File: config.mk
export PLATFORM = sky130hd
export DESIGN_NAME = html_text_extractor
export DESIGN_NICKNAME = d
export VERILOG_FILES = /design/src/rtl/hte_pkg.sv /design/src/rtl/hte_ctrl.sv /design/src/rtl/hte_datapath.sv /design/src/rtl/html_text_extractor.sv
export SDC_FILE = /design/constraint.sdc
export NUM_CORES = 1
export LEC_CHECK = 0
export BUFFER_PORTS_ARGS = -buffer_cell sky130_fd_sc_hd__buf_4
export CORE_MARGIN = 4
export CORE_UTILIZATION = 43
export CTS_BUF_LIST = sky130_fd_sc_hd__clkbuf_2
export DETAILED_ROUTE_END_ITERATION = 8
export GPL_ROUTABILITY_DRIVEN = 0
export PLACE_DENSITY = 0.57
export SYNTH_ARGS = -nofsm -noshare
export SYNTH_HDL_FRONTEND = slang
export SYNTH_HIERARCHICAL = 1
export SYNTH_SLANG_ARGS = --single-unit
File: constraint.sdc
create_clock -name clock -period 6.73 [get_ports clock]
set_clock_uncertainty 0.05 [all_clocks]
set_input_delay 0 -clock clock [delete_from_list [all_inputs] [get_ports clock]]
set_output_delay 0 -clock clock [all_outputs]
set_load 0.02 [all_outputs]
File: src/rtl/hte_pkg.sv
// ----------------------------------------------------------------------------
// hte_pkg
// Shared types, string tables and helper functions for the HTML text
// extractor: payload structs, parser mode codes, controller command/status.
// ----------------------------------------------------------------------------
package hte_pkg;

   typedef struct packed {
      logic [7:0] in_byte;
      logic       has_byte;
      logic       end_of_document;
   } req_type;

   typedef struct packed {
      logic [7:0] out_byte;
      logic       byte_valid;
      logic       run_last;
      logic       text_done;
   } rsp_type;

   typedef enum logic [12:0] {
      M_TEXT      = 13'b0000000000001,
      M_LT        = 13'b0000000000010,
      M_PCOM      = 13'b0000000000100,
      M_PS        = 13'b0000000001000,
      M_PSCRIPT   = 13'b0000000010000,
      M_PSTYLE    = 13'b0000000100000,
      M_TAG       = 13'b0000001000000,
      M_COMMENT   = 13'b0000010000000,
      M_SCRIPT    = 13'b0000100000000,
      M_SCRIPT_GT = 13'b0001000000000,
      M_STYLE     = 13'b0010000000000,
      M_STYLE_GT  = 13'b0100000000000,
      M_ENT       = 13'b1000000000000
   } mode_type;

   typedef struct packed {
      logic load_item;
      logic parse;
      logic drain;
      logic flush_start;
      logic flush_load;
      logic flush_done;
      logic release_out;
      logic doc_reset;
   } hte_cmd_type;

   typedef struct packed {
      logic emit_busy;
      logic push_ok;
      logic out_free;
      logic flush_more;
      logic flush_req;
      logic item_end;
      logic ent_mode;
   } hte_status_type;

   localparam int NumEnt   = 7;
   localparam int NumBlock = 34;
   localparam int EntDepth = 6;
   localparam int NameMax  = 10;

   localparam logic [7:0] CH_NL  = 8'h0a;
   localparam logic [7:0] CH_SP  = 8'h20;
   localparam logic [7:0] CH_TAB = 8'h09;
   localparam logic [7:0] CH_CR  = 8'h0d;

   // strings are right-justified in an 80-bit word
   localparam logic [79:0] ENT_NAME [NumEnt] = '{
      80'("&amp;"), 80'("&lt;"), 80'("&gt;"), 80'("&quot;"),
      80'("&nbsp;"), 80'("&apos;"), 80'("&#39;")
   };
   localparam logic [3:0] ENT_LEN [NumEnt] = '{
      4'd5, 4'd4, 4'd4, 4'd6, 4'd6, 4'd6, 4'd5
   };
   localparam logic [7:0] ENT_REP [NumEnt] = '{
      8'h26, 8'h3c, 8'h3e, 8'h22, 8'h20, 8'h27, 8'h27
   };

   localparam logic [79:0] BLOCK_TAG [NumBlock] = '{
      80'("p"), 80'("div"), 80'("br"), 80'("hr"), 80'("li"), 80'("ul"), 80'("ol"),
      80'("tr"), 80'("td"), 80'("th"), 80'("table"), 80'("thead"), 80'("tbody"),
      80'("h1"), 80'("h2"), 80'("h3"), 80'("h4"), 80'("h5"), 80'("h6"),
      80'("blockquote"), 80'("pre"), 80'("section"), 80'("article"),
      80'("header"), 80'("footer"), 80'("nav"), 80'("aside"), 80'("main"),
      80'("form"), 80'("figure"), 80'("figcaption"), 80'("dl"), 80'("dt"), 80'("dd")
   };
   localparam logic [3:0] BLOCK_LEN [NumBlock] = '{
      4'd1, 4'd3, 4'd2, 4'd2, 4'd2, 4'd2, 4'd2,
      4'd2, 4'd2, 4'd2, 4'd5, 4'd5, 4'd5,
      4'd2, 4'd2, 4'd2, 4'd2, 4'd2, 4'd2,
      4'd10, 4'd3, 4'd7, 4'd7,
      4'd6, 4'd6, 4'd3, 4'd5, 4'd4,
      4'd4, 4'd6, 4'd10, 4'd2, 4'd2, 4'd2
   };

   localparam logic [79:0] PAT_SCRIPT = 80'("<script");
   localparam logic [3:0]  LEN_SCRIPT = 4'd7;
   localparam logic [79:0] PAT_STYLE  = 80'("<style");
   localparam logic [3:0]  LEN_STYLE  = 4'd6;
   localparam logic [79:0] END_SCRIPT = 80'("</script");
   localparam logic [3:0]  LEN_ESCR   = 4'd8;
   localparam logic [79:0] END_STYLE  = 80'("</style");
   localparam logic [3:0]  LEN_ESTY   = 4'd7;

   function automatic logic [7:0] str_char(logic [79:0] s, logic [3:0] len,
                                           logic [3:0] pos);
      int sh;
      sh = 8 * (int'(len) - 1 - int'(pos));
      if (pos >= len) begin
         return 8'h00;
      end
      return s[sh +: 8];
   endfunction

   function automatic logic [7:0] lower(logic [7:0] c);
      if (c >= "A" && c <= "Z") begin
         return c + 8'd32;
      end
      return c;
   endfunction

   function automatic logic is_alnum(logic [7:0] c);
      return (c >= "0" && c <= "9") || (c >= "a" && c <= "z") || (c >= "A" && c <= "Z");
   endfunction

   function automatic logic [NumBlock-1:0] mask_upd(logic [NumBlock-1:0] m,
                                                    logic [3:0] pos, logic [7:0] lc);
      logic [NumBlock-1:0] r;
      for (int t = 0; t < NumBlock; t++) begin
         r[t] = m[t] && (str_char(BLOCK_TAG[t], BLOCK_LEN[t], pos) == lc);
      end
      return r;
   endfunction

   function automatic logic is_block(logic [NumBlock-1:0] m, logic [3:0] len,
                                     logic ovf);
      logic hit;
      hit = 1'b0;
      for (int t = 0; t < NumBlock; t++) begin
         if (m[t] && BLOCK_LEN[t] == len) begin
            hit = 1'b1;
         end
      end
      return hit && !ovf;
   endfunction

endpackage

File: src/rtl/hte_ctrl.sv
// ----------------------------------------------------------------------------
// hte_ctrl
// Sequencer for one input beat: parse, entity replay, output drain and
// end-of-step release.
// ----------------------------------------------------------------------------
module hte_ctrl import hte_pkg::*; (
   input  logic           clock,
   input  logic           reset,
   input  logic           req_valid,
   output logic           req_stall,
   input  hte_status_type status,
   output hte_cmd_type    cmd
);

   typedef enum logic [4:0] {
      S_IDLE   = 5'b00001,
      S_PARSE  = 5'b00010,
      S_FLUSH  = 5'b00100,
      S_POST   = 5'b01000,
      S_FINISH = 5'b10000
   } state_type;

   state_type state_ff, state_in;
   logic      reparse_ff, reparse_in;

   assign req_stall = (state_ff != S_IDLE);

   always_comb begin
      cmd        = '0;
      state_in   = state_ff;
      reparse_in = reparse_ff;
      case (state_ff)
         S_IDLE: begin
            if (req_valid) begin
               cmd.load_item = 1'b1;
               state_in      = S_PARSE;
            end
         end
         S_PARSE: begin
            cmd.parse = 1'b1;
            if (status.flush_req) begin
               cmd.flush_start = 1'b1;
               reparse_in      = 1'b1;
               state_in        = S_FLUSH;
            end else begin
               state_in = S_POST;
            end
         end
         S_FLUSH: begin
            if (status.emit_busy) begin
               cmd.drain = status.push_ok;
            end else if (status.flush_more) begin
               cmd.flush_load = 1'b1;
            end else begin
               cmd.flush_done = 1'b1;
               // breaking byte goes through the parser again in text mode
               state_in = reparse_ff ? S_PARSE : S_POST;
            end
         end
         S_POST: begin
            if (status.emit_busy) begin
               cmd.drain = status.push_ok;
            end else if (status.item_end && status.ent_mode) begin
               cmd.flush_start = 1'b1;
               reparse_in      = 1'b0;
               state_in        = S_FLUSH;
            end else begin
               state_in = S_FINISH;
            end
         end
         S_FINISH: begin
            if (status.out_free) begin
               cmd.release_out = 1'b1;
               cmd.doc_reset   = status.item_end;
               state_in        = S_IDLE;
            end
         end
         default: begin
            state_in = S_IDLE;
         end
      endcase
   end

   always_ff @(posedge clock) begin
      if (reset) begin
         state_ff   <= S_IDLE;
         reparse_ff <= 1'b0;
      end else begin
         state_ff   <= state_in;
         reparse_ff <= reparse_in;
      end
   end

endmodule

File: src/rtl/hte_datapath.sv
// ----------------------------------------------------------------------------
// hte_datapath
// Parser state, entity buffer, whitespace stage, one-beat hold register and
// output register.
// ----------------------------------------------------------------------------
module hte_datapath import hte_pkg::*; (
   input  logic           clock,
   input  logic           reset,
   input  req_type        req_payload,
   input  logic           rsp_stall,
   output logic           rsp_valid,
   output rsp_type        rsp_payload,
   input  hte_cmd_type    cmd,
   output hte_status_type status
);

   req_type             item_ff;
   mode_type            mode_ff, mode_in;
   logic [2:0]          pmc_ff, pmc_in;
   logic [3:0]          close_ff, close_in;
   logic [7:0]          ebuf_ff [EntDepth];
   logic [2:0]          elen_ff, elen_in;
   logic [NumEnt-1:0]   cand_ff, cand_in;
   logic [3:0]          nlen_ff, nlen_in;
   logic [NumBlock-1:0] nmask_ff, nmask_in;
   logic                nend_ff, nend_in;
   logic                novf_ff, novf_in;
   logic [2:0]          fi_ff, fi_in;
   logic [1:0]          pnl_ff, pnl_in;
   logic                pb_ff, pb_in;
   logic                lht_ff, lht_in;
   logic [1:0]          em_nl_ff, em_nl_in;
   logic                em_sp_ff, em_sp_in;
   logic                em_ch_ff, em_ch_in;
   logic [7:0]          em_c_ff, em_c_in;
   logic                hold_v_ff, hold_v_in;
   logic [7:0]          hold_b_ff, hold_b_in;
   logic                rsp_valid_ff, rsp_valid_in;
   rsp_type             rsp_ff, rsp_in;

   logic                ebuf_we;
   logic [2:0]          ebuf_wa;
   logic [7:0]          ebuf_wd;
   logic                s2_load;
   logic [7:0]          s2_char;
   logic                flush_req;
   logic [7:0]          c, lc;
   logic                do_tag, do_add;
   logic [3:0]          k;
   logic [NumEnt-1:0]   cand_new, full;
   logic [7:0]          rep;
   logic                ld;
   logic [7:0]          ch;
   logic                push;
   logic [7:0]          pbyte;
   logic                out_free;

   assign c        = item_ff.in_byte;
   assign lc       = lower(item_ff.in_byte);
   assign out_free = !rsp_valid_ff || !rsp_stall;

   // parser
   always_comb begin
      mode_in   = mode_ff;
      pmc_in    = pmc_ff;
      close_in  = close_ff;
      elen_in   = elen_ff;
      cand_in   = cand_ff;
      nlen_in   = nlen_ff;
      nmask_in  = nmask_ff;
      nend_in   = nend_ff;
      novf_in   = novf_ff;
      fi_in     = fi_ff;
      ebuf_we   = 1'b0;
      ebuf_wa   = elen_ff;
      ebuf_wd   = c;
      s2_load   = 1'b0;
      s2_char   = c;
      flush_req = 1'b0;
      do_tag    = 1'b0;
      do_add    = 1'b0;
      k         = 4'd0;
      rep       = 8'h00;
      cand_new  = '0;
      full      = '0;
      if (cmd.parse && item_ff.has_byte) begin
         case (mode_ff)
            M_TEXT: begin
               if (c == "&") begin
                  mode_in = M_ENT;
                  ebuf_we = 1'b1;
                  ebuf_wa = 3'd0;
                  elen_in = 3'd1;
                  cand_in = '1;
               end else if (c == "<") begin
                  mode_in  = M_LT;
                  pmc_in   = 3'd1;
                  nlen_in  = 4'd0;
                  nmask_in = '1;
                  nend_in  = 1'b0;
                  novf_in  = 1'b0;
               end else begin
                  s2_load = 1'b1;
               end
            end
            M_LT: begin
               if (c == "!") begin
                  mode_in = M_PCOM;
                  pmc_in  = 3'd2;
               end else if (lc == "s") begin
                  do_add  = 1'b1;
                  mode_in = M_PS;
                  pmc_in  = 3'd2;
               end else begin
                  mode_in = M_TAG;
                  nend_in = 1'b0;
                  pmc_in  = 3'd0;
                  do_tag  = (c != "/");
               end
            end
            M_PCOM: begin
               if (c == "-") begin
                  if (pmc_ff >= 3'd3) begin
                     mode_in  = M_COMMENT;
                     close_in = 4'd0;
                     pmc_in   = 3'd0;
                  end else begin
                     pmc_in = 3'd3;
                  end
               end else begin
                  // "<!" starts a tag whose name is already over
                  mode_in = M_TAG;
                  nend_in = 1'b1;
                  pmc_in  = 3'd0;
                  do_tag  = 1'b1;
               end
            end
            M_PS: begin
               if (lc == "c") begin
                  do_add  = 1'b1;
                  mode_in = M_PSCRIPT;
                  pmc_in  = 3'd3;
               end else if (lc == "t") begin
                  do_add  = 1'b1;
                  mode_in = M_PSTYLE;
                  pmc_in  = 3'd3;
               end else begin
                  mode_in = M_TAG;
                  nend_in = 1'b0;
                  pmc_in  = 3'd0;
                  do_tag  = 1'b1;
               end
            end
            M_PSCRIPT, M_PSTYLE: begin
               if (mode_ff == M_PSCRIPT) begin
                  k = {1'b0, pmc_ff};
                  if (lc == str_char(PAT_SCRIPT, LEN_SCRIPT, k)) begin
                     if (k + 4'd1 == LEN_SCRIPT) begin
                        mode_in  = M_SCRIPT;
                        close_in = 4'd0;
                        pmc_in   = 3'd0;
                        nlen_in  = 4'd0;
                        nmask_in = '1;
                     end else begin
                        do_add = 1'b1;
                        pmc_in = pmc_ff + 3'd1;
                     end
                  end else begin
                     mode_in = M_TAG;
                     nend_in = 1'b0;
                     pmc_in  = 3'd0;
                     do_tag  = 1'b1;
                  end
               end else begin
                  k = {1'b0, pmc_ff};
                  if (lc == str_char(PAT_STYLE, LEN_STYLE, k)) begin
                     if (k + 4'd1 == LEN_STYLE) begin
                        mode_in  = M_STYLE;
                        close_in = 4'd0;
                        pmc_in   = 3'd0;
                        nlen_in  = 4'd0;
                        nmask_in = '1;
                     end else begin
                        do_add = 1'b1;
                        pmc_in = pmc_ff + 3'd1;
                     end
                  end else begin
                     mode_in = M_TAG;
                     nend_in = 1'b0;
                     pmc_in  = 3'd0;
                     do_tag  = 1'b1;
                  end
               end
            end
            M_TAG: begin
               do_tag = 1'b1;
            end
            M_COMMENT: begin
               k = (close_ff > 4'd2) ? 4'd0 : close_ff;
               if ((k < 4'd2 && c == "-") || (k == 4'd2 && c == ">")) begin
                  if (k == 4'd2) begin
                     mode_in  = M_TEXT;
                     close_in = 4'd0;
                  end else begin
                     close_in = k + 4'd1;
                  end
               end else if (!(k == 4'd2 && c == "-")) begin
                  close_in = 4'd0;
               end else begin
                  close_in = k;
               end
            end
            M_SCRIPT: begin
               if (close_ff < LEN_ESCR && lc == str_char(END_SCRIPT, LEN_ESCR, close_ff)) begin
                  if (close_ff + 4'd1 == LEN_ESCR) begin
                     mode_in  = M_SCRIPT_GT;
                     close_in = 4'd0;
                  end else begin
                     close_in = close_ff + 4'd1;
                  end
               end else begin
                  close_in = (c == "<") ? 4'd1 : 4'd0;
               end
            end
            M_STYLE: begin
               if (close_ff < LEN_ESTY && lc == str_char(END_STYLE, LEN_ESTY, close_ff)) begin
                  if (close_ff + 4'd1 == LEN_ESTY) begin
                     mode_in  = M_STYLE_GT;
                     close_in = 4'd0;
                  end else begin
                     close_in = close_ff + 4'd1;
                  end
               end else begin
                  close_in = (c == "<") ? 4'd1 : 4'd0;
               end
            end
            M_SCRIPT_GT, M_STYLE_GT: begin
               if (c == ">") begin
                  mode_in  = M_TEXT;
                  close_in = 4'd0;
               end
            end
            M_ENT: begin
               for (int e = NumEnt - 1; e >= 0; e--) begin
                  cand_new[e] = cand_ff[e] && ({1'b0, elen_ff} < ENT_LEN[e]) &&
                                (lc == str_char(ENT_NAME[e], ENT_LEN[e], {1'b0, elen_ff}));
                  full[e]     = cand_new[e] && (ENT_LEN[e] == {1'b0, elen_ff} + 4'd1);
                  if (full[e]) begin
                     rep = ENT_REP[e];
                  end
               end
               if (|full) begin
                  s2_load = 1'b1;
                  s2_char = rep;
                  elen_in = 3'd0;
                  mode_in = M_TEXT;
               end else if (|cand_new) begin
                  ebuf_we = 1'b1;
                  elen_in = elen_ff + 3'd1;
                  cand_in = cand_new;
               end else begin
                  flush_req = 1'b1;
               end
            end
            default: begin
               mode_in = M_TEXT;
            end
         endcase
      end

      if (do_add && nlen_ff < 4'(NameMax)) begin
         nmask_in = mask_upd(nmask_ff, nlen_ff, lc);
         nlen_in  = nlen_ff + 4'd1;
      end

      if (do_tag) begin
         if (c == ">") begin
            if (is_block(nmask_in, nlen_in, novf_in)) begin
               s2_load = 1'b1;
               s2_char = CH_NL;
            end
            mode_in  = M_TEXT;
            nlen_in  = 4'd0;
            nmask_in = '1;
            nend_in  = 1'b0;
            novf_in  = 1'b0;
         end else if (!nend_in && is_alnum(c)) begin
            if (nlen_in < 4'(NameMax)) begin
               nmask_in = mask_upd(nmask_in, nlen_in, lc);
               nlen_in  = nlen_in + 4'd1;
            end else begin
               novf_in = 1'b1;
            end
         end else begin
            nend_in = 1'b1;
         end
      end

      if (cmd.flush_start) begin
         fi_in = 3'd0;
      end
      if (cmd.flush_load) begin
         fi_in = fi_ff + 3'd1;
      end
      if (cmd.flush_done) begin
         elen_in = 3'd0;
         mode_in = M_TEXT;
      end
      if (cmd.doc_reset) begin
         mode_in  = M_TEXT;
         pmc_in   = 3'd0;
         close_in = 4'd0;
         elen_in  = 3'd0;
         nlen_in  = 4'd0;
         nmask_in = '1;
         nend_in  = 1'b0;
         novf_in  = 1'b0;
      end
   end

   // whitespace stage, hold register and output register
   always_comb begin
      pnl_in       = pnl_ff;
      pb_in        = pb_ff;
      lht_in       = lht_ff;
      em_nl_in     = em_nl_ff;
      em_sp_in     = em_sp_ff;
      em_ch_in     = em_ch_ff;
      em_c_in      = em_c_ff;
      hold_v_in    = hold_v_ff;
      hold_b_in    = hold_b_ff;
      rsp_valid_in = rsp_valid_ff && rsp_stall;
      rsp_in       = rsp_ff;
      push         = 1'b0;
      pbyte        = em_c_ff;
      ld           = s2_load || cmd.flush_load;
      ch           = cmd.flush_load ? ebuf_ff[fi_ff] : s2_char;

      if (ld) begin
         if (ch == CH_NL) begin
            pnl_in = (pnl_ff == 2'd2) ? 2'd2 : pnl_ff + 2'd1;
            pb_in  = 1'b0;
         end else if (ch == CH_SP || ch == CH_TAB || ch == CH_CR) begin
            pb_in = 1'b1;
         end else begin
            em_nl_in = (pnl_ff != 2'd0 && lht_ff) ? pnl_ff : 2'd0;
            em_sp_in = pb_ff && pnl_ff == 2'd0 && lht_ff;
            em_ch_in = 1'b1;
            em_c_in  = ch;
            pnl_in   = 2'd0;
            pb_in    = 1'b0;
            lht_in   = 1'b1;
         end
      end

      if (cmd.drain) begin
         push = 1'b1;
         if (em_nl_ff != 2'd0) begin
            pbyte    = CH_NL;
            em_nl_in = em_nl_ff - 2'd1;
         end else if (em_sp_ff) begin
            pbyte    = CH_SP;
            em_sp_in = 1'b0;
         end else begin
            pbyte    = em_c_ff;
            em_ch_in = 1'b0;
         end
      end

      // the newest byte waits in the hold register until we know if it is last
      if (push) begin
         if (hold_v_ff) begin
            rsp_in       = '{out_byte: hold_b_ff, byte_valid: 1'b1, run_last: 1'b0,
                             text_done: 1'b0};
            rsp_valid_in = 1'b1;
         end
         hold_b_in = pbyte;
         hold_v_in = 1'b1;
      end

      if (cmd.release_out) begin
         if (hold_v_ff) begin
            rsp_in       = '{out_byte: hold_b_ff, byte_valid: 1'b1, run_last: 1'b1,
                             text_done: item_ff.end_of_document};
            rsp_valid_in = 1'b1;
            hold_v_in    = 1'b0;
         end else if (item_ff.end_of_document) begin
            rsp_in       = '{out_byte: 8'h00, byte_valid: 1'b0, run_last: 1'b1,
                             text_done: 1'b1};
            rsp_valid_in = 1'b1;
         end
      end

      if (cmd.doc_reset) begin
         pnl_in = 2'd0;
         pb_in  = 1'b0;
         lht_in = 1'b0;
      end
   end

   always_ff @(posedge clock) begin
      if (cmd.load_item) begin
         item_ff <= req_payload;
      end
      if (ebuf_we) begin
         ebuf_ff[ebuf_wa] <= ebuf_wd;
      end
      em_c_ff   <= em_c_in;
      hold_b_ff <= hold_b_in;
      rsp_ff    <= rsp_in;
      fi_ff     <= fi_in;
      cand_ff   <= cand_in;
      nmask_ff  <= nmask_in;
   end

   always_ff @(posedge clock) begin
      if (reset) begin
         mode_ff      <= M_TEXT;
         pmc_ff       <= 3'd0;
         close_ff     <= 4'd0;
         elen_ff      <= 3'd0;
         nlen_ff      <= 4'd0;
         nend_ff      <= 1'b0;
         novf_ff      <= 1'b0;
         pnl_ff       <= 2'd0;
         pb_ff        <= 1'b0;
         lht_ff       <= 1'b0;
         em_nl_ff     <= 2'd0;
         em_sp_ff     <= 1'b0;
         em_ch_ff     <= 1'b0;
         hold_v_ff    <= 1'b0;
         rsp_valid_ff <= 1'b0;
      end else begin
         mode_ff      <= mode_in;
         pmc_ff       <= pmc_in;
         close_ff     <= close_in;
         elen_ff      <= elen_in;
         nlen_ff      <= nlen_in;
         nend_ff      <= nend_in;
         novf_ff      <= novf_in;
         pnl_ff       <= pnl_in;
         pb_ff        <= pb_in;
         lht_ff       <= lht_in;
         em_nl_ff     <= em_nl_in;
         em_sp_ff     <= em_sp_in;
         em_ch_ff     <= em_ch_in;
         hold_v_ff    <= hold_v_in;
         rsp_valid_ff <= rsp_valid_in;
      end
   end

   assign rsp_valid   = rsp_valid_ff;
   assign rsp_payload = rsp_ff;

   assign status.emit_busy  = (em_nl_ff != 2'd0) || em_sp_ff || em_ch_ff;
   assign status.push_ok    = !hold_v_ff || out_free;
   assign status.out_free   = out_free;
   assign status.flush_more = (fi_ff < elen_ff);
   assign status.flush_req  = flush_req;
   assign status.item_end   = item_ff.end_of_document;
   assign status.ent_mode   = (mode_ff == M_ENT);

endmodule

File: src/rtl/html_text_extractor.sv
// ----------------------------------------------------------------------------
// html_text_extractor
// Streaming HTML to plain text: strips tags, comments, script and style,
// decodes the entities in its table and normalizes whitespace.
// ----------------------------------------------------------------------------
//   channel   dir  handshake             beat
//   req_      in   req_valid/req_stall   one document byte (or end-only)
//   rsp_      out  rsp_valid/rsp_stall   one text byte, or end marker
//
// One input beat at a time: the beat is accepted and parsed, its output bytes
// are drained while the hold stage can take them, and then the last byte is
// released. A failed entity replays its buffered bytes, then parses the
// breaking byte again in text mode.
// Output bytes leave through a one-deep hold stage and an output register;
// rsp_stall pauses the drain. Reset is synchronous; a document end also
// returns all parser state to its reset values.
// ----------------------------------------------------------------------------
module html_text_extractor import hte_pkg::*; (
   input  logic    clock,
   input  logic    reset,
   input  logic    req_valid,
   output logic    req_stall,
   input  req_type req_payload,
   output logic    rsp_valid,
   input  logic    rsp_stall,
   output rsp_type rsp_payload
);

   hte_cmd_type    cmd;
   hte_status_type status;

   hte_ctrl u_ctrl (
      .clock     (clock),
      .reset     (reset),
      .req_valid (req_valid),
      .req_stall (req_stall),
      .status    (status),
      .cmd       (cmd)
   );

   hte_datapath u_datapath (
      .clock       (clock),
      .reset       (reset),
      .req_payload (req_payload),
      .rsp_stall   (rsp_stall),
      .rsp_valid   (rsp_valid),
      .rsp_payload (rsp_payload),
      .cmd         (cmd),
      .status      (status)
   );

endmodule
==> reports/qor.yml <==
outcome: "completed"
maxClockFrequency_ghz: 0.158
ff_latch_area_mm2: 0.00439
end_kind: "register"
worst_pin_slew_ns: 1.29
initial_core_util_pct: 43.4
post-route-min-period_ns: 6.35
die-height_um: 211
antenna_found_initial: 2
rsz0062_at_grt: "false"
ys.flop_type: "sky130_fd_sc_hd__dfxtp_1"
pleak_nw: 6.65
post_synth_inst_count: 2324
clock_tree.root_cell: "sky130_fd_sc_hd__clkbuf_2"
tns_ns: 0
synth.lib_cells_used.distinct: 115
netlist.top_cell.by_area: "sky130_fd_sc_hd__edfxtp_1"
swShare_pct: 45.7
synth_area_per_cell_um2: 7.61
start_kind: "register"
grtUsageTotal_pct: 29.5
max-cap-violations: 0
max-vdd-ir-drop_v: 0.000137
drt-vias-per-instance: 6.63
post-route-drc-count: 0
mostFrequentLayoutCell: "sky130_fd_sc_hd__nand2_1"
clock_power_share_pct: 18.0
layout.cells.most_common_list: "sky130_fd_sc_hd__nand2_1 (243), sky130_fd_sc_hd__nor2_1 (217), sky130_fd_sc_hd__o21ai_0 (164)"
drtAntennaViolNets: 0
timing.final.setup_violations: 0
drt-total-wl_um: 67800
power_frac_comb_pct: 45.5
timing.critical_path.fanout_max: 10
mappedNetlistArea_mm2: 0.0177
layout.core_utilization_pct: 47.1
grt_pass1_wl_um: 104000
fin_crit_sh_pct: 94.3
fraction_of_final_layout_cells_with_drive_strength_greater_than_1_pct: 11.2
worst-endpoint-arrival_ns: 7.07
worstSkewPairLatency_ns: 0.90
layout.nets: 2397
timing.reg2reg.setup_slack_ns: 0.38
grt_max_degree: 60
layout-area-overhead-vs-synth_pct: 8.54
fillCellCount: 4101
vias_in_the_first_global_route: 17500
finalHoldViolations: 0
drt_pre_antenna_iters: 6
cts.htree.levels: 4
timing.setup.critical_path_class: "register to register"
number_of_clock_buffers_inserted_by_tritoncts: 17
cts_tree: "done"
cts_sinks: 177
design.die.area_mm2: 0.0444
netlist_top_cells_area: "sky130_fd_sc_hd__edfxtp_1 (14%), sky130_fd_sc_hd__dfxtp_1 (11%), sky130_fd_sc_hd__nand2_1 (5.2%)"
detail_route.wl_per_cell_um: 23.6
placement.io_buffers: 26
seqPwrFrac_pct: 36.4
fp-row-count: 74
clock_tree_buffer_depth: 2
mappedNetlistNets: 2395
dp.final_hpwl_um: 50200
core_region_area_mm2: 0.0407
synth_largest_type_area_fraction_pct: 14.3
powerDensity_mw_per_mm2: 179
synth_enable_flop_cells: 84
cts.clk_slew.worst_paths_ns: 0.27
postSynth.asyncResetShare_pct: 0
multiInputGateArea_mm2: 0.0124
place_area_mm2: 0.0186
drt-initial-drc-count: 2186
synth_seq_area_share_pct: 24.8
yosysWarnings: 6
holdCritPathClass: "input pin to register"
io_pins: 27
finish.instance_area_mm2: 0.0192
total_switching_power_mw: 1.57
intPower_mw: 1.87
num_vias: 19000
final_max_slew_viol_count: 0
floorplan.die.width_um: 211
timing.slew.headroom_pct: 13.7
post_synthesis_sequential_element_count: 177
worstPathRequired_ns: 7.46
total_overflow_reported_by_the_global_router: 0
==> power by group through the flow <==
stage                     Sequential, mW  Combinational [mW]  Clock (mW)
after CTS                           1.25                1.51       0.640
after global placement              1.27                1.49           0
after detailed placement            1.27                1.49           0
after floorplan                     1.26               0.986           0
final                               1.25                1.57       0.621
after global routing                1.26                1.66       0.677
==> path summary, 6_finish.rpt <==
check / from / end / cells past startpoint
max reg2reg: u_ctrl/state_ff[4] / u_datapath/em_sp_ff / 20
min reg2reg: u_datapath/rsp_payload[0] / u_datapath/rsp_payload[0] / 2
max: u_ctrl/state_ff[4] / u_datapath/em_sp_ff / 20
min: req_payload[1] / u_datapath/item_ff[1] / 3
==> cell usage after synthesis (45+ instances only) <==
cell / n
sky130_fd_sc_hd__nand3_1: 64
sky130_fd_sc_hd__ha_1: 57
sky130_fd_sc_hd__inv_1: 45
sky130_fd_sc_hd__o21ai_0: 164
sky130_fd_sc_hd__edfxtp_1: 84
sky130_fd_sc_hd__xnor2_1: 103
sky130_fd_sc_hd__nor3_1: 91
sky130_fd_sc_hd__clkbuf_1: 121
sky130_fd_sc_hd__dfxtp_1: 93
sky130_fd_sc_hd__nand4_1: 46
sky130_fd_sc_hd__a21oi_1: 153
sky130_fd_sc_hd__nor2_1: 217
sky130_fd_sc_hd__nand2_1: 243
sky130_fd_sc_hd__nor4_1: 46
sky130_fd_sc_hd__nand2b_1: 45
==> final cells by class <==
type	count	area share (%)
multi-input cells	1919	64.7
flip-flops and latches	177	22.9
repair buffers	157	6.49
well taps	532	3.47
inverters	54	1.06
clock inverters	14	0.880
clock buffers	18	0.469
diodes	2	0.0261
==> registers in the layout, indices dropped and copies added (netlist names), 2 cells and up, named ones only <==
name and count:
u_ctrl/state_ff 5, u_datapath/c 8, u_datapath/cand_ff 7, u_datapath/close_ff 4, u_datapath/ebuf_ff 48, u_datapath/elen_ff 3, u_datapath/em_c_ff 8, u_datapath/em_nl_ff 2
u_datapath/fi_ff 3, u_datapath/hold_b_ff 8, u_datapath/mode_ff 13, u_datapath/nlen_ff 4, u_datapath/nmask_ff 34, u_datapath/pmc_ff 3, u_datapath/pnl_ff 2, u_datapath/rsp_payload 11
==> logic make-up after synthesis <==
family | share of synthesized area [%]
buffers and inverters | 5.15
AOI/OAI and AO/OA | 27.4
muxes | 3.16
and+or+nand+nor | 28.7
DFF | 24.8
xor gates and xnor gates | 6.67
adders and majority gates | 4.09
==> routing by layer <==
layer	wire length, um	vias up	share of wire [%]	track usage, %
met3	5980	214	8.8	5.32
met1	27000	9031	40	38.0
met5	0	-	0	0
li1	-	8770	-	-
met4	3330	0	4.9	13.3
met2	31500	1023	46	48.4
==> critical path, cell delays in order, from the launching register on <==
cell and delay, ns:
sky130_fd_sc_hd__dfxtp_1 0.43, sky130_fd_sc_hd__nor4_2 0.36, sky130_fd_sc_hd__and2_1 0.26, sky130_fd_sc_hd__and2_1 0.22, sky130_fd_sc_hd__nand2_1 0.14, sky130_fd_sc_hd__or4b_1 0.50, sky130_fd_sc_hd__or4_1 0.50, sky130_fd_sc_hd__o41a_1 0.48
sky130_fd_sc_hd__a211oi_2 0.23, sky130_fd_sc_hd__mux2_2 0.46, sky130_fd_sc_hd__ha_1 0.27, sky130_fd_sc_hd__and2_1 0.22, sky130_fd_sc_hd__a31oi_1 0.14, sky130_fd_sc_hd__o311ai_1 0.16, sky130_fd_sc_hd__nor4b_4 0.34, sky130_fd_sc_hd__a41oi_4 0.27
sky130_fd_sc_hd__o211ai_1 0.35, sky130_fd_sc_hd__nor2_1 0.17, sky130_fd_sc_hd__a21oi_4 0.30, sky130_fd_sc_hd__nor2_1 0.09, sky130_fd_sc_hd__a2111oi_2 0.32
==> per-stage QoR <==
step / hold WS, ns / setup slack, ns / total power, mW / cells
2_1_floorplan: 0.0191 / 0.297 / 2.24 / 2324
3_3_place_gp: 0.131 / 0.260 / 2.76 / 2806
3_5_place_dp: 0.130 / 0.156 / 2.77 / 2806
4_1_cts: 0.243 / 0.0180 / 3.41 / 2865
5_1_grt: 0.242 / 0.0288 / 3.60 / 2873
6_report: 0.334 / 0.381 / 3.44 / 2873
==> repair_timing <==
item	in CTS	in global routing
hold buffers	27	0
hold endpoints to repair	74	0
resized for setup	0	6
buffers inserted	0	6
setup endpoints to repair	0	16
(Power assumes the default switching activity.)
